==> src/rtl/pfcb_pkg.sv <==
// Package for the page framebuffer column blit.
// Holds frame geometry constants, controller states and the command and
// status structs shared by the controller and the datapath. No dependencies.
package pfcb_pkg;

    localparam int PAGES   = 8;
    localparam int COLUMNS = 128;
    localparam int DEPTH   = PAGES * COLUMNS;
    localparam int ADDR_W  = $clog2(DEPTH);

    localparam int BYTE_W   = 8;
    localparam int ROW_W    = 6;
    localparam int COL_W    = 8;
    localparam int HEIGHT_W = 4;
    localparam int RPAGE_W  = 3;

    // Comparison constants, sized to hold the largest legal parameter value.
    localparam logic [8:0] COLUMNS_CMP = 9'(COLUMNS);
    localparam logic [4:0] PAGES_CMP   = 5'(PAGES);
    localparam logic [3:0] MAX_HEIGHT  = 4'd8;

    localparam logic FUNC_DRAW = 1'b0;
    localparam logic FUNC_READ = 1'b1;

    typedef enum logic [1:0] {
        ST_CLEAR,
        ST_IDLE,
        ST_WR_A,
        ST_WR_B
    } state_t;

    typedef struct packed {
        logic take;       // latch the item and read the first page byte
        logic wr_a;       // write the merged first page byte
        logic rd_b;       // read the second page byte
        logic wr_b;       // write the merged second page byte
        logic load_res;   // load the result of the latched item
        logic load_ign;   // load an ignored result
        logic clr_step;   // write one zero byte of the clearing pass
    } cmd_t;

    typedef struct packed {
        logic in_ign;     // the offered item has no effect
        logic is_read;    // the latched item is a read
        logic spill;      // the latched draw touches a second page
        logic clr_done;   // the clearing pass is on its last entry
    } sts_t;

endpackage

==> src/rtl/pfcb_ctrl.sv <==
// Controller for the page framebuffer column blit.
// Sequences the clearing pass, the read-modify-write of one or two page
// bytes and the result register handshake. Depends on pfcb_pkg.
module pfcb_ctrl (
    input  logic          clk,
    input  logic          rst_n,
    input  logic          in_valid,
    output logic          in_stall,
    output logic          out_valid,
    input  logic          out_stall,
    input  pfcb_pkg::sts_t sts,
    output pfcb_pkg::cmd_t cmd
);

    import pfcb_pkg::*;

    state_t state_reg;
    state_t state_next;
    logic   out_valid_reg;
    logic   out_valid_next;
    logic   accept;

    always_ff @(posedge clk or negedge rst_n)
    begin
        if (!rst_n)
        begin
            state_reg     <= ST_CLEAR;
            out_valid_reg <= 1'b0;
        end
        else
        begin
            state_reg     <= state_next;
            out_valid_reg <= out_valid_next;
        end
    end

    // An item is taken only when the result register will be free at the
    // next edge, so the result of this item can always be loaded.
    assign in_stall = !((state_reg == ST_IDLE) && (!out_valid_reg || !out_stall));
    assign accept   = in_valid && !in_stall;

    always_comb
    begin
        state_next = state_reg;
        cmd        = '0;
        case (state_reg)
            ST_CLEAR:
            begin
                cmd.clr_step = 1'b1;
                if (sts.clr_done)
                begin
                    state_next = ST_IDLE;
                end
            end
            ST_IDLE:
            begin
                if (accept)
                begin
                    if (sts.in_ign)
                    begin
                        cmd.load_ign = 1'b1;
                    end
                    else
                    begin
                        cmd.take   = 1'b1;
                        state_next = ST_WR_A;
                    end
                end
            end
            ST_WR_A:
            begin
                if (sts.is_read)
                begin
                    cmd.load_res = 1'b1;
                    state_next   = ST_IDLE;
                end
                else
                begin
                    cmd.wr_a = 1'b1;
                    if (sts.spill)
                    begin
                        cmd.rd_b   = 1'b1;
                        state_next = ST_WR_B;
                    end
                    else
                    begin
                        cmd.load_res = 1'b1;
                        state_next   = ST_IDLE;
                    end
                end
            end
            ST_WR_B:
            begin
                cmd.wr_b     = 1'b1;
                cmd.load_res = 1'b1;
                state_next   = ST_IDLE;
            end
            default:
            begin
                state_next = ST_IDLE;
            end
        endcase
    end

    always_comb
    begin
        out_valid_next = out_valid_reg;
        if (cmd.load_res || cmd.load_ign)
        begin
            out_valid_next = 1'b1;
        end
        else if (out_valid_reg && !out_stall)
        begin
            out_valid_next = 1'b0;
        end
    end

    assign out_valid = out_valid_reg;

endmodule

==> config.mk <==
export PLATFORM = sky130hd
export DESIGN_NAME = pfcb_ctrl
export DESIGN_NICKNAME = d
export VERILOG_FILES = /design/src/rtl/pfcb_pkg.sv /design/src/rtl/pfcb_ctrl.sv
export SDC_FILE = /design/constraint.sdc
export NUM_CORES = 1
export LEC_CHECK = 0
export BUFFER_PORTS_ARGS = -buffer_cell sky130_fd_sc_hd__buf_2
export CORE_AREA = 2 2 39 41
export CTS_BUF_LIST = sky130_fd_sc_hd__clkbuf_16
export DETAILED_ROUTE_END_ITERATION = 8
export DIE_AREA = 0 0 41 43
export PLACE_DENSITY = 0.54
export SLEW_MARGIN = 0
export SYNTH_ARGS = -nofsm -noshare
export SYNTH_HDL_FRONTEND = slang
export SYNTH_SLANG_ARGS = --single-unit
==> constraint.sdc <==
create_clock -name clk -period 1.65 [get_ports clk]
set_input_delay 0.165 -clock clk [delete_from_list [all_inputs] [get_ports clk]]
set_output_delay 0.165 -clock clk [all_outputs]
set_load 0.03 [all_outputs]
==> metrics.txt, run 1 <==
outcome finished clean; number of hold violations in the final report 0; GR met1 Demand/Resource 0.0584; layout overhead on the synthesized area 77.3%; depth of the most critical reg-to-reg path 6; via density per instance 3.92; Max Transition Viols Final 0; Critical Path RT 1.48 ns; wire length of the first global-routing pass 855 um; register bit count reported by yosys 3; leakage power summed over all cells between 0.2 and 0.3 nW; fin crit share 0.955; wirelength, routed 625 um; DIE HEIGHT 43 um; wire length per cell after detailed routing 9.62 um; post-placement cell area 364 um^2; Critical Path Start Type flip-flop; overall routing resource usage 0.0765; Max Fclk 0.634 GHz; warnings from Yosys 0; detailed-route DRC error count 0; power per cell area 2190 nW/um^2; CTS tree done; Reg power frac 0.138; Longest Clk Path Bufs 2; logic gate share of total power 0.493; capturing element type of the critical path primary output; number of buffers created by CTS 3; headroom to the max-slew limit 0.847; register-to-register path setup slack 0.15 ns; count of max-cap constraint violations 0; met2 Track Usage GR 0.134; portion of the post-synthesis area used by sequential elements 0.284; Netlist Area Pre-Place 264 um^2; setup tns final 0 ns; CTS Root Cell sky130_fd_sc_hd__clkbuf_16; CP endpoint cmd[6]; via count of the first global-routing pass roughly 250; most used routing layer met2; post-CTS setup buffer count 0; DR vias approximately 260; die area roughly 1800 um^2; PortBufs 16; I/O pin cnt 17; Antenna Nets Post-Route 0; TritonRoute pass-1 iters 4; CTS clock-pin slew for the worst setup and hold paths 0.03 ns; fraction of final layout cells sized beyond drive strength 1 0.490; RePlAce Congestion 0.662; H-tree Lvls 1; start-to-end type of the worst setup path flip-flop to primary output; gate count of the mapped netlist 28; global-route met3 utilization 0.0314; number of nets produced by synthesis 40; setup repair after global routing missed its margin no; number of clock sinks 3; Critical Path Source state_reg[1]; antenna violations before repair 0; WP data arrival between 1 and 1.5 ns; sw power approximately 0.4 mW; number of cell rows 14; worst clock skew 0.00368 ns; maximum number of pins on one net before global-route repair 5; die boundary width 41 um; number of DRC markers in iteration 0 1; beginning of the worst register-to-register path state_reg[0]; Overflow after GRT 0; starting density of the core 0.191; largest fanout on the critical path 4; Setup Slack @ Placement 0.202 ns; area of the core approximately 1400 um^2; Internal Power a little over 0.6 mW; minimum clock period after layout around 1.6 ns; max reg flops 2; actual transition at the worst max-transition pin 0.228 ns; switching share of power 0.402; number of nets at the end of the flow 62; maximum ir drop on the vdd rail between 0.7 and 0.8 mV; class of the worst hold path input port to flip-flop; count of different cell masters after synthesis 17; Antenna Cells 0; worst skew pair latency 0.22 ns; setup violators final 0; Clock power frac 0.369; Design Area, Final 468 um^2; post-route setup slack ~0.074 ns; HPWL after DPL 502 um; Avg Synthesized Cell Area 9.43 um^2; endpoint of the worst register-to-register path state_reg[1]
[cells by family after synthesis]
kind of cell,share of synthesized area
flip-flops,0.284
buffers and inverters,0.0284
adder cells (fa/ha/maj),0.190
AO/OA/AOI/OAI,0.156
AND/OR/NAND/NOR,0.341
[worst min path at each step]
stage | startpoint | endpoint | slack [ns] | cells after the start
finish | in_valid | out_valid | 0.24 | 3
global route | in_valid | out_valid | 0.26 | 3
CTS | out_stall | out_valid | 0.24 | 3
detailed placement | rst_n | out_valid | -0.04 | 1
global placement | rst_n | out_valid | -0.04 | 1
floorplan | rst_n | out_valid | -0.13 | 0
[final cells by class]
cell class | count | area [um^2]
clock inverters | 1 | 3.75
clock buffers | 3 | 75.1
repair buffers | 17 | 92.6
inverters | 2 | 7.51
well taps | 16 | 20.0
fillers | 153 | 916
multi-input cells | 23 | 194
flip-flops and latches | 3 | 75.1
[repair_timing]
item / in CTS / in global routing
setup endpoints to repair: 0 / 2
hold buffers: 1 / 0
resized for setup: 0 / 3
endpoints found under the hold margin: 3 / 0
[placed cells by master (no fill, tap or decap), types with 2 or more instances in the layout]
cell type,n
sky130_fd_sc_hd__nor2_1,2
sky130_fd_sc_hd__a21o_1,2
sky130_fd_sc_hd__nor2b_1,2
sky130_fd_sc_hd__clkbuf_16,3
sky130_fd_sc_hd__buf_2,15
sky130_fd_sc_hd__ha_1,3
sky130_fd_sc_hd__dfrtp_1,3
sky130_fd_sc_hd__nand2_1,3
sky130_fd_sc_hd__inv_1,3
[critical path: stages, from the launching register on]
cell                       delay [ns]
sky130_fd_sc_hd__dfrtp_1         0.39
sky130_fd_sc_hd__inv_1           0.14
sky130_fd_sc_hd__ha_4            0.16
sky130_fd_sc_hd__and3_4          0.19
sky130_fd_sc_hd__nor2b_1         0.12
sky130_fd_sc_hd__clkbuf_4        0.19
[metal layers]
layer / wire (um) / up-vias
met5: 0 / -
met4: 0 / 0
met3: 34 / 0
met2: 347 / 5
met1: 243 / 114
li1: - / 136
[power groups by stage]
stage | registers, mW | clock network, mW | logic, mW
after global placement | 0.137 | 0 | 0.484
after detailed placement | 0.138 | 0 | 0.490
final | 0.142 | 0.378 | 0.506
after floorplan | 0.158 | 0 | 0.348
after CTS | 0.136 | 0.387 | 0.492
after global routing | 0.145 | 0.394 | 0.547
[cell usage after synthesis (all sizes together)]
library cell | number | area [um^2]
a21o | 3 | 23.8
a311oi | 1 | 8.76
nand2b | 1 | 6.26
and2 | 2 | 15.0
dfrtp | 3 | 75.1
and3 | 1 | 11.3
a22o | 1 | 8.76
inv | 2 | 7.51
nand2 | 3 | 11.3
nor2b | 3 | 26.3
nand3b | 1 | 7.51
nand3 | 1 | 5.00
nor2 | 2 | 7.51
ha | 4 | 50.1
[metrics by stage]
stage               std cells  total power [mW]  utilization  hold slack [ns]
floorplan                  28             0.506            -           -0.131
global placement           60             0.622        0.263          -0.0359
detailed placement         60             0.627        0.263          -0.0369
CTS                        65              1.02        0.327            0.242
global route               65              1.09        0.338            0.260
finish                     65              1.03        0.338            0.238
No activity file was read; power rests on OpenSTA's default activity.
==> inputs of run 2 (changes only) <==
Settings changed: BUFFER_PORTS_ARGS -buffer_cell sky130_fd_sc_hd__buf_2 to -buffer_cell sky130_fd_sc_hd__buf_4, MAX_ROUTING_LAYER set to met4, REMOVE_ABC_BUFFERS set to 1.
==> run 2 against run 1 <==
Effect of this change: critical endpoint is now cmd[4]; worst hold slack got worse by 0.012 ns; clock-buffer cell count did not move; sequential power barely moved; cell area rose by 8.0%; global-route usage rose by 0.50 points; power rose by 4.3%; cell count did not move; core utilization rose by 2.7 points; first-iteration DRC count rose to 4.0 times the previous value; clock power fell by 1%; clock skew fell by 0.0033 ns; maximum frequency rose by 0.76%.
==> metrics.txt, run 2 (synthesis results as in run 1) <==
Critical Path RT 1.48 ns (about the same); antenna violations before repair 0 (unchanged); overall routing resource usage 0.0815 (was 0.0765); total power of the final layout 1.07 mW (was 1.03 mW); number of clock sinks 3 (unchanged); Clock power frac 0.348 (was 0.369); fin crit share 0.948 (was 0.955); top cell family by delay on the critical path flip-flops (unchanged); detailed-route DRC error count 0 (unchanged); most used routing layer met2 (unchanged); start-to-end type of the worst setup path flip-flop to primary output (unchanged); Max Fclk 0.639 GHz (was 0.634 GHz); number of instances on the worst hold path 3 (unchanged); layout overhead on the synthesized area 91.5% (was 77.3%); maximum ir drop on the vdd rail 0.833 mV (was 0.774 mV); WP data arrival 1.40 ns (was 1.41 ns); RePlAce Congestion 0.683 (was 0.662); maximum number of pins on one net before global-route repair 5 (unchanged); logic gate share of total power 0.518 (was 0.493); via count of the first global-routing pass 253 (was 249); Reg power frac 0.133 (was 0.138); post-CTS setup buffer count 0 (unchanged); ordered list of cells on the worst path inv_1 > ha_1 > nor2b_4 > and2_4 > buf_4 (was inv_1 > ha_4 > and3_4 > nor2b_1 > clkbuf_4); largest fanout on the critical path 4 (unchanged); HPWL after DPL 467 um (was 502 um); CTS Root Cell sky130_fd_sc_hd__clkbuf_16 (unchanged); worst clock skew 0.000362 ns (was 0.00368 ns); Max Transition Viols Final 0 (unchanged); global-route met3 utilization 0.0314 (unchanged); met2 Track Usage GR 0.122 (was 0.134); most common cell after layout, fill and taps aside sky130_fd_sc_hd__buf_4 (was sky130_fd_sc_hd__buf_2); starting density of the core 0.191 (unchanged); sw power 0.410 mW (was 0.412 mW); wire length of the first global-routing pass 910 um (was 855 um); fraction of final layout cells sized beyond drive strength 1 0.490 (unchanged); count of max-cap constraint violations 0 (unchanged); CTS tree done (unchanged); Overflow after GRT 0 (unchanged); switching share of power 0.384 (was 0.402); Longest Clk Path Bufs 2 (unchanged); capturing element type of the critical path primary output (unchanged); highest-delay cell along the critical path sky130_fd_sc_hd__dfrtp_1 (unchanged); worst skew pair latency 0.22 ns (about the same); setup tns final 0 ns (unchanged); TritonRoute pass-1 iters 2 (was 4); depth of the most critical reg-to-reg path 6 (unchanged); setup violators final 0 (unchanged); GR met1 Demand/Resource 0.0812 (was 0.0584); setup repair after global routing missed its margin no (unchanged); class of the worst hold path input port to flip-flop (unchanged); I/O pin cnt 17 (unchanged); wirelength, routed 586 um (was 625 um); PortBufs 16 (unchanged); area of the core 1380 um^2 (unchanged); via density per instance 4.00 (was 3.92); number of buffers created by CTS 3 (unchanged); Critical Path Stages 5 (unchanged); number of hold violations in the final report 0 (unchanged); Antenna Nets Post-Route 0 (unchanged); H-tree Lvls 1 (unchanged); Buffers & Inverters on Critical Path 2 (unchanged); number of cell rows 14 (unchanged); leakage power summed over all cells 0.268 nW (was 0.260 nW); Critical Path Start Type flip-flop (unchanged); die area 1760 um^2 (unchanged); DIE HEIGHT 43 um (unchanged); minimum clock period after layout 1.56 ns (was 1.58 ns); headroom to the max-slew limit 0.858 (was 0.847); wire length per cell after detailed routing 9.02 um (was 9.62 um); die boundary width 41 um (unchanged); Internal Power 0.660 mW (was 0.614 mW); max reg flops 2 (unchanged); Antenna Cells 0 (unchanged); number of DRC markers in iteration 0 4 (was 1); number of nets at the end of the flow 62 (unchanged); DR vias 260 (was 255); delay contributed by the slowest stage of the critical path 0.43 ns (was 0.39 ns); CTS clock-pin slew for the worst setup and hold paths 0.03 ns (about the same); actual transition at the worst max-transition pin 0.212 ns (was 0.228 ns); power per cell area 2120 nW/um^2 (was 2190 nW/um^2); outcome finished clean (unchanged)
run 2: changes by cell type in the layout (fill, tap and decap cells not counted), sizes merged:
cell and delta:
buf +1, clkbuf -1
run 2: area by class of cell:
cell class / count / area [um^2]
Fill cell: 144 / 878
Multi-Input combinational cell: 23 / 194
Timing Repair Buffer: 17 / 130
Sequential cell: 3 / 75.1
Clock buffer: 3 / 75.1
Tap cell: 16 / 20.0
Inverter: 2 / 7.51
Clock inverter: 1 / 3.75
run 2: path summary, 6_finish.rpt:
check	slack [ns]	endpoint	from
max	0.09	cmd[4]	state_reg[0]
min	0.23	out_valid	in_valid
max reg2reg	0.15	state_reg[1]	state_reg[0]
min reg2reg	0.57	out_valid	out_valid
max in group asynchronous	1.28	out_valid	rst_n
min in group asynchronous	0.27	state_reg[0]	rst_n
run 2: stage by stage:
| stage | instances | setup WS (ns) | cell area (um^2) | hold WS [ns] | utilization |
|---|---|---|---|---|---|
| after floorplan | 28 | 0.0770 | 264 | -0.131 | - |
| after global placement | 60 | 0.190 | 404 | -0.0439 | 0.292 |
| after detailed placement | 60 | 0.189 | 404 | -0.0447 | 0.292 |
| after CTS | 65 | 0.0455 | 493 | 0.233 | 0.356 |
| after global routing | 65 | 0.00416 | 505 | 0.258 | 0.365 |
| final | 65 | 0.0855 | 505 | 0.227 | 0.365 |
run 2: routing by layer:
metal  vias to the layer above  routed length [um]
met5                         -                   0
met4                         0                   0
met3                         0                  20
met2                         5                 318
met1                       119                 247
li1                        136                   -
run 2: power groups by stage:
stage / logic, mW / clock network (mW) / registers [mW]
2_1_floorplan: 0.348 / 0 / 0.158
6_report: 0.555 / 0.373 / 0.142
3_3_place_gp: 0.536 / 0 / 0.138
3_5_place_dp: 0.539 / 0 / 0.138
4_1_cts: 0.543 / 0.380 / 0.137
5_1_grt: 0.611 / 0.388 / 0.149
run 2: worst register-to-register path, stage by stage, from the launching register on:
cell and delay [ns]:
sky130_fd_sc_hd__dfrtp_1 0.43, sky130_fd_sc_hd__inv_1 0.09, sky130_fd_sc_hd__ha_1 0.22, sky130_fd_sc_hd__nor2b_4 0.13
sky130_fd_sc_hd__and2_4 0.15, sky130_fd_sc_hd__a22o_1 0.20, sky130_fd_sc_hd__a21o_1 0.17
run 2: what timing repair did:
item | in CTS | in global routing
gates resized for setup | 0 | 2
endpoints found under the hold margin | 3 | 0
setup endpoints to repair | 0 | 2
hold buffers | 1 | 0
==> inputs of run 3 (changes only) <==
==> constraint.sdc (replaced) <==
create_clock -name clk -period 1.65 [get_ports clk]
set_input_delay 0 -clock clk [delete_from_list [all_inputs] [get_ports clk]]
set_output_delay 0 -clock clk [all_outputs]
set_load 0.03 [all_outputs]
==> run 3 against run 2 <==
Effect of this change: cell area decreased by 2.5%; critical path type is now flip-flop to flip-flop; core utilization fell by 0.90 points; worst hold slack lost 0.16 ns; clock skew stayed put; critical endpoint is now state_reg[1]; flip-flop and latch count stayed put; largest power group unchanged; via count down 1.5%; worst setup slack better by 0.10 ns; sequential power fell by 4%; register-to-register slack better by 0.04 ns.
==> metrics.txt, run 3 (synthesis results as in run 1) <==
outcome finished clean (unchanged); origin of the worst min-delay path in_valid (unchanged); maximum ir drop on the vdd rail 0.812 mV (was 0.833 mV); wire length of the first global-routing pass 910 um (unchanged); number of DRC markers in iteration 0 4 (unchanged); Max Transition Viols Final 0 (unchanged); layout overhead on the synthesized area 86.7% (was 91.5%); DR vias 256 (was 260); Max Fclk 0.685 GHz (was 0.639 GHz); Design Area, Final 493 um^2 (was 505 um^2); number of filler cells placed in the layout 145 (was 144); start-to-end type of the worst setup path flip-flop to flip-flop (was flip-flop to primary output); setup repair after global routing missed its margin no (unchanged); starting density of the core 0.191 (unchanged); H-tree Lvls 1 (unchanged); number of hold violations in the final report 0 (unchanged); CTS clock-pin slew for the worst setup and hold paths 0.03 ns (about the same); endpoint of the worst register-to-register path state_reg[1] (unchanged); maximum number of pins on one net before global-route repair 5 (unchanged); leading cell types in the layout, fill and taps excluded 16 x sky130_fd_sc_hd__buf_4, 4 x sky130_fd_sc_hd__ha_1; number of nets at the end of the flow 62 (unchanged); detailed-route DRC error count 0 (unchanged); class of the worst hold path input port to flip-flop (unchanged); die boundary width 41 um (unchanged); number of resized instances in the post-cts repair step 0 (unchanged); wire length per cell after detailed routing 8.68 um (was 9.02 um); Critical Path Start Type flip-flop (unchanged); capturing element type of the critical path flip-flop (was primary output); fraction of the core area covered by cells at the end of the flow 0.356 (was 0.365); number of instances on the worst hold path 3 (unchanged); post-placement cell area 404 um^2 (unchanged); WP data arrival 1.57 ns (was 1.40 ns); setup tns final 0 ns (unchanged); leakage power summed over all cells 0.267 nW (was 0.268 nW); max reg flops 2 (unchanged); fin crit share 0.885 (was 0.948); antenna violations before repair 0 (unchanged); number of clock sinks 3 (unchanged); via density per instance 3.94 (was 4.00); total power of the final layout 1.04 mW (was 1.07 mW); headroom to the max-slew limit 0.858 (about the same); CTS tree done (unchanged); final-layout worst hold slack 0.0622 ns (was 0.227 ns); die area 1760 um^2 (unchanged); via count of the first global-routing pass 253 (unchanged); Overflow after GRT 0 (unchanged); power per cell area 2110 nW/um^2 (was 2120 nW/um^2); depth of the most critical reg-to-reg path 6 (unchanged); fraction of final layout cells sized beyond drive strength 1 0.469 (was 0.490); CTS Root Cell sky130_fd_sc_hd__clkbuf_16 (unchanged); HPWL after DPL 467 um (unchanged); most common cell after layout, fill and taps aside sky130_fd_sc_hd__buf_4 (unchanged); beginning of the worst register-to-register path state_reg[0] (unchanged); number of cell rows 14 (unchanged); RePlAce Congestion 0.683 (unchanged); DIE HEIGHT 43 um (unchanged); count of max-cap constraint violations 0 (unchanged); area of the core 1380 um^2 (unchanged); setup violators final 0 (unchanged); overall routing resource usage 0.0815 (unchanged); number of buffers created by CTS 3 (unchanged); worst skew pair latency 0.22 ns (about the same); I/O pin cnt 17 (unchanged); Antenna Nets Post-Route 0 (unchanged); TritonRoute pass-1 iters 3 (was 2); Antenna Cells 0 (unchanged); wirelength, routed 564 um (was 586 um); largest fanout on the critical path 4 (unchanged); Longest Clk Path Bufs 2 (unchanged); PortBufs 16 (unchanged); actual transition at the worst max-transition pin 0.212 ns (about the same); minimum clock period after layout 1.46 ns (was 1.56 ns); register-to-register path setup slack 0.19 ns (was 0.15 ns); destination of the worst hold path out_valid (unchanged); Critical Path RT 1.76 ns (was 1.48 ns); worst clock skew 0.000362 ns (unchanged)
## run 3: critical path, cell delays in order, from the launching register on
cell	delay [ns]
sky130_fd_sc_hd__dfrtp_1	0.41
sky130_fd_sc_hd__inv_1	0.09
sky130_fd_sc_hd__ha_1	0.16
sky130_fd_sc_hd__nor2b_1	0.19
sky130_fd_sc_hd__nor2_1	0.09
sky130_fd_sc_hd__a22o_1	0.23
sky130_fd_sc_hd__a21o_1	0.17
## run 3: routing by layer
layer,global-route usage,wire length [um],vias up
li1,-,-,136
met1,0.0812,235,115
met2,0.122,308,5
met3,0.0314,20,0
met4,0.0600,0,0
met5,-,0,-
## run 3: cell type report
type / instances / area (um^2) / area share
multi-input combinational: 23 / 181 / 0.368
timing repair buffer: 17 / 130 / 0.264
sequential: 3 / 75.1 / 0.152
clock buffer: 3 / 75.1 / 0.152
tap: 16 / 20.0 / 0.0406
inverter: 2 / 7.51 / 0.0152
clock inverter: 1 / 3.75 / 0.00761
## run 3: repair_timing
item | CTS | global route
setup buffers | 0 | 0
endpoints found under the hold margin | 3 | 0
hold buffers | 1 | 0
endpoints found under the setup margin | 0 | 0
## run 3: where the power goes
group	switching [mW]	internal (mW)
combinational	0.309	0.222
sequential	0.0269	0.110
clock	0.0610	0.312
total	0.397	0.643
## run 3: worst max-delay path by stage
stage,slack (ns),depth (start not counted),end,startpoint
after detailed placement,0.19,6,state_reg[1],state_reg[0]
final,0.19,6,state_reg[1],state_reg[0]
after global routing,0.05,6,state_reg[1],state_reg[0]
after CTS,0.17,6,state_reg[1],state_reg[0]
after floorplan,0.08,6,state_reg[1],state_reg[0]
after global placement,0.19,6,state_reg[1],state_reg[0]
## run 3: stage by stage
step,setup slack [ns],cells
CTS,0.168,65
floorplan,0.0770,28
finish,0.189,65
global route,0.0467,65
detailed placement,0.189,60
global placement,0.190,60
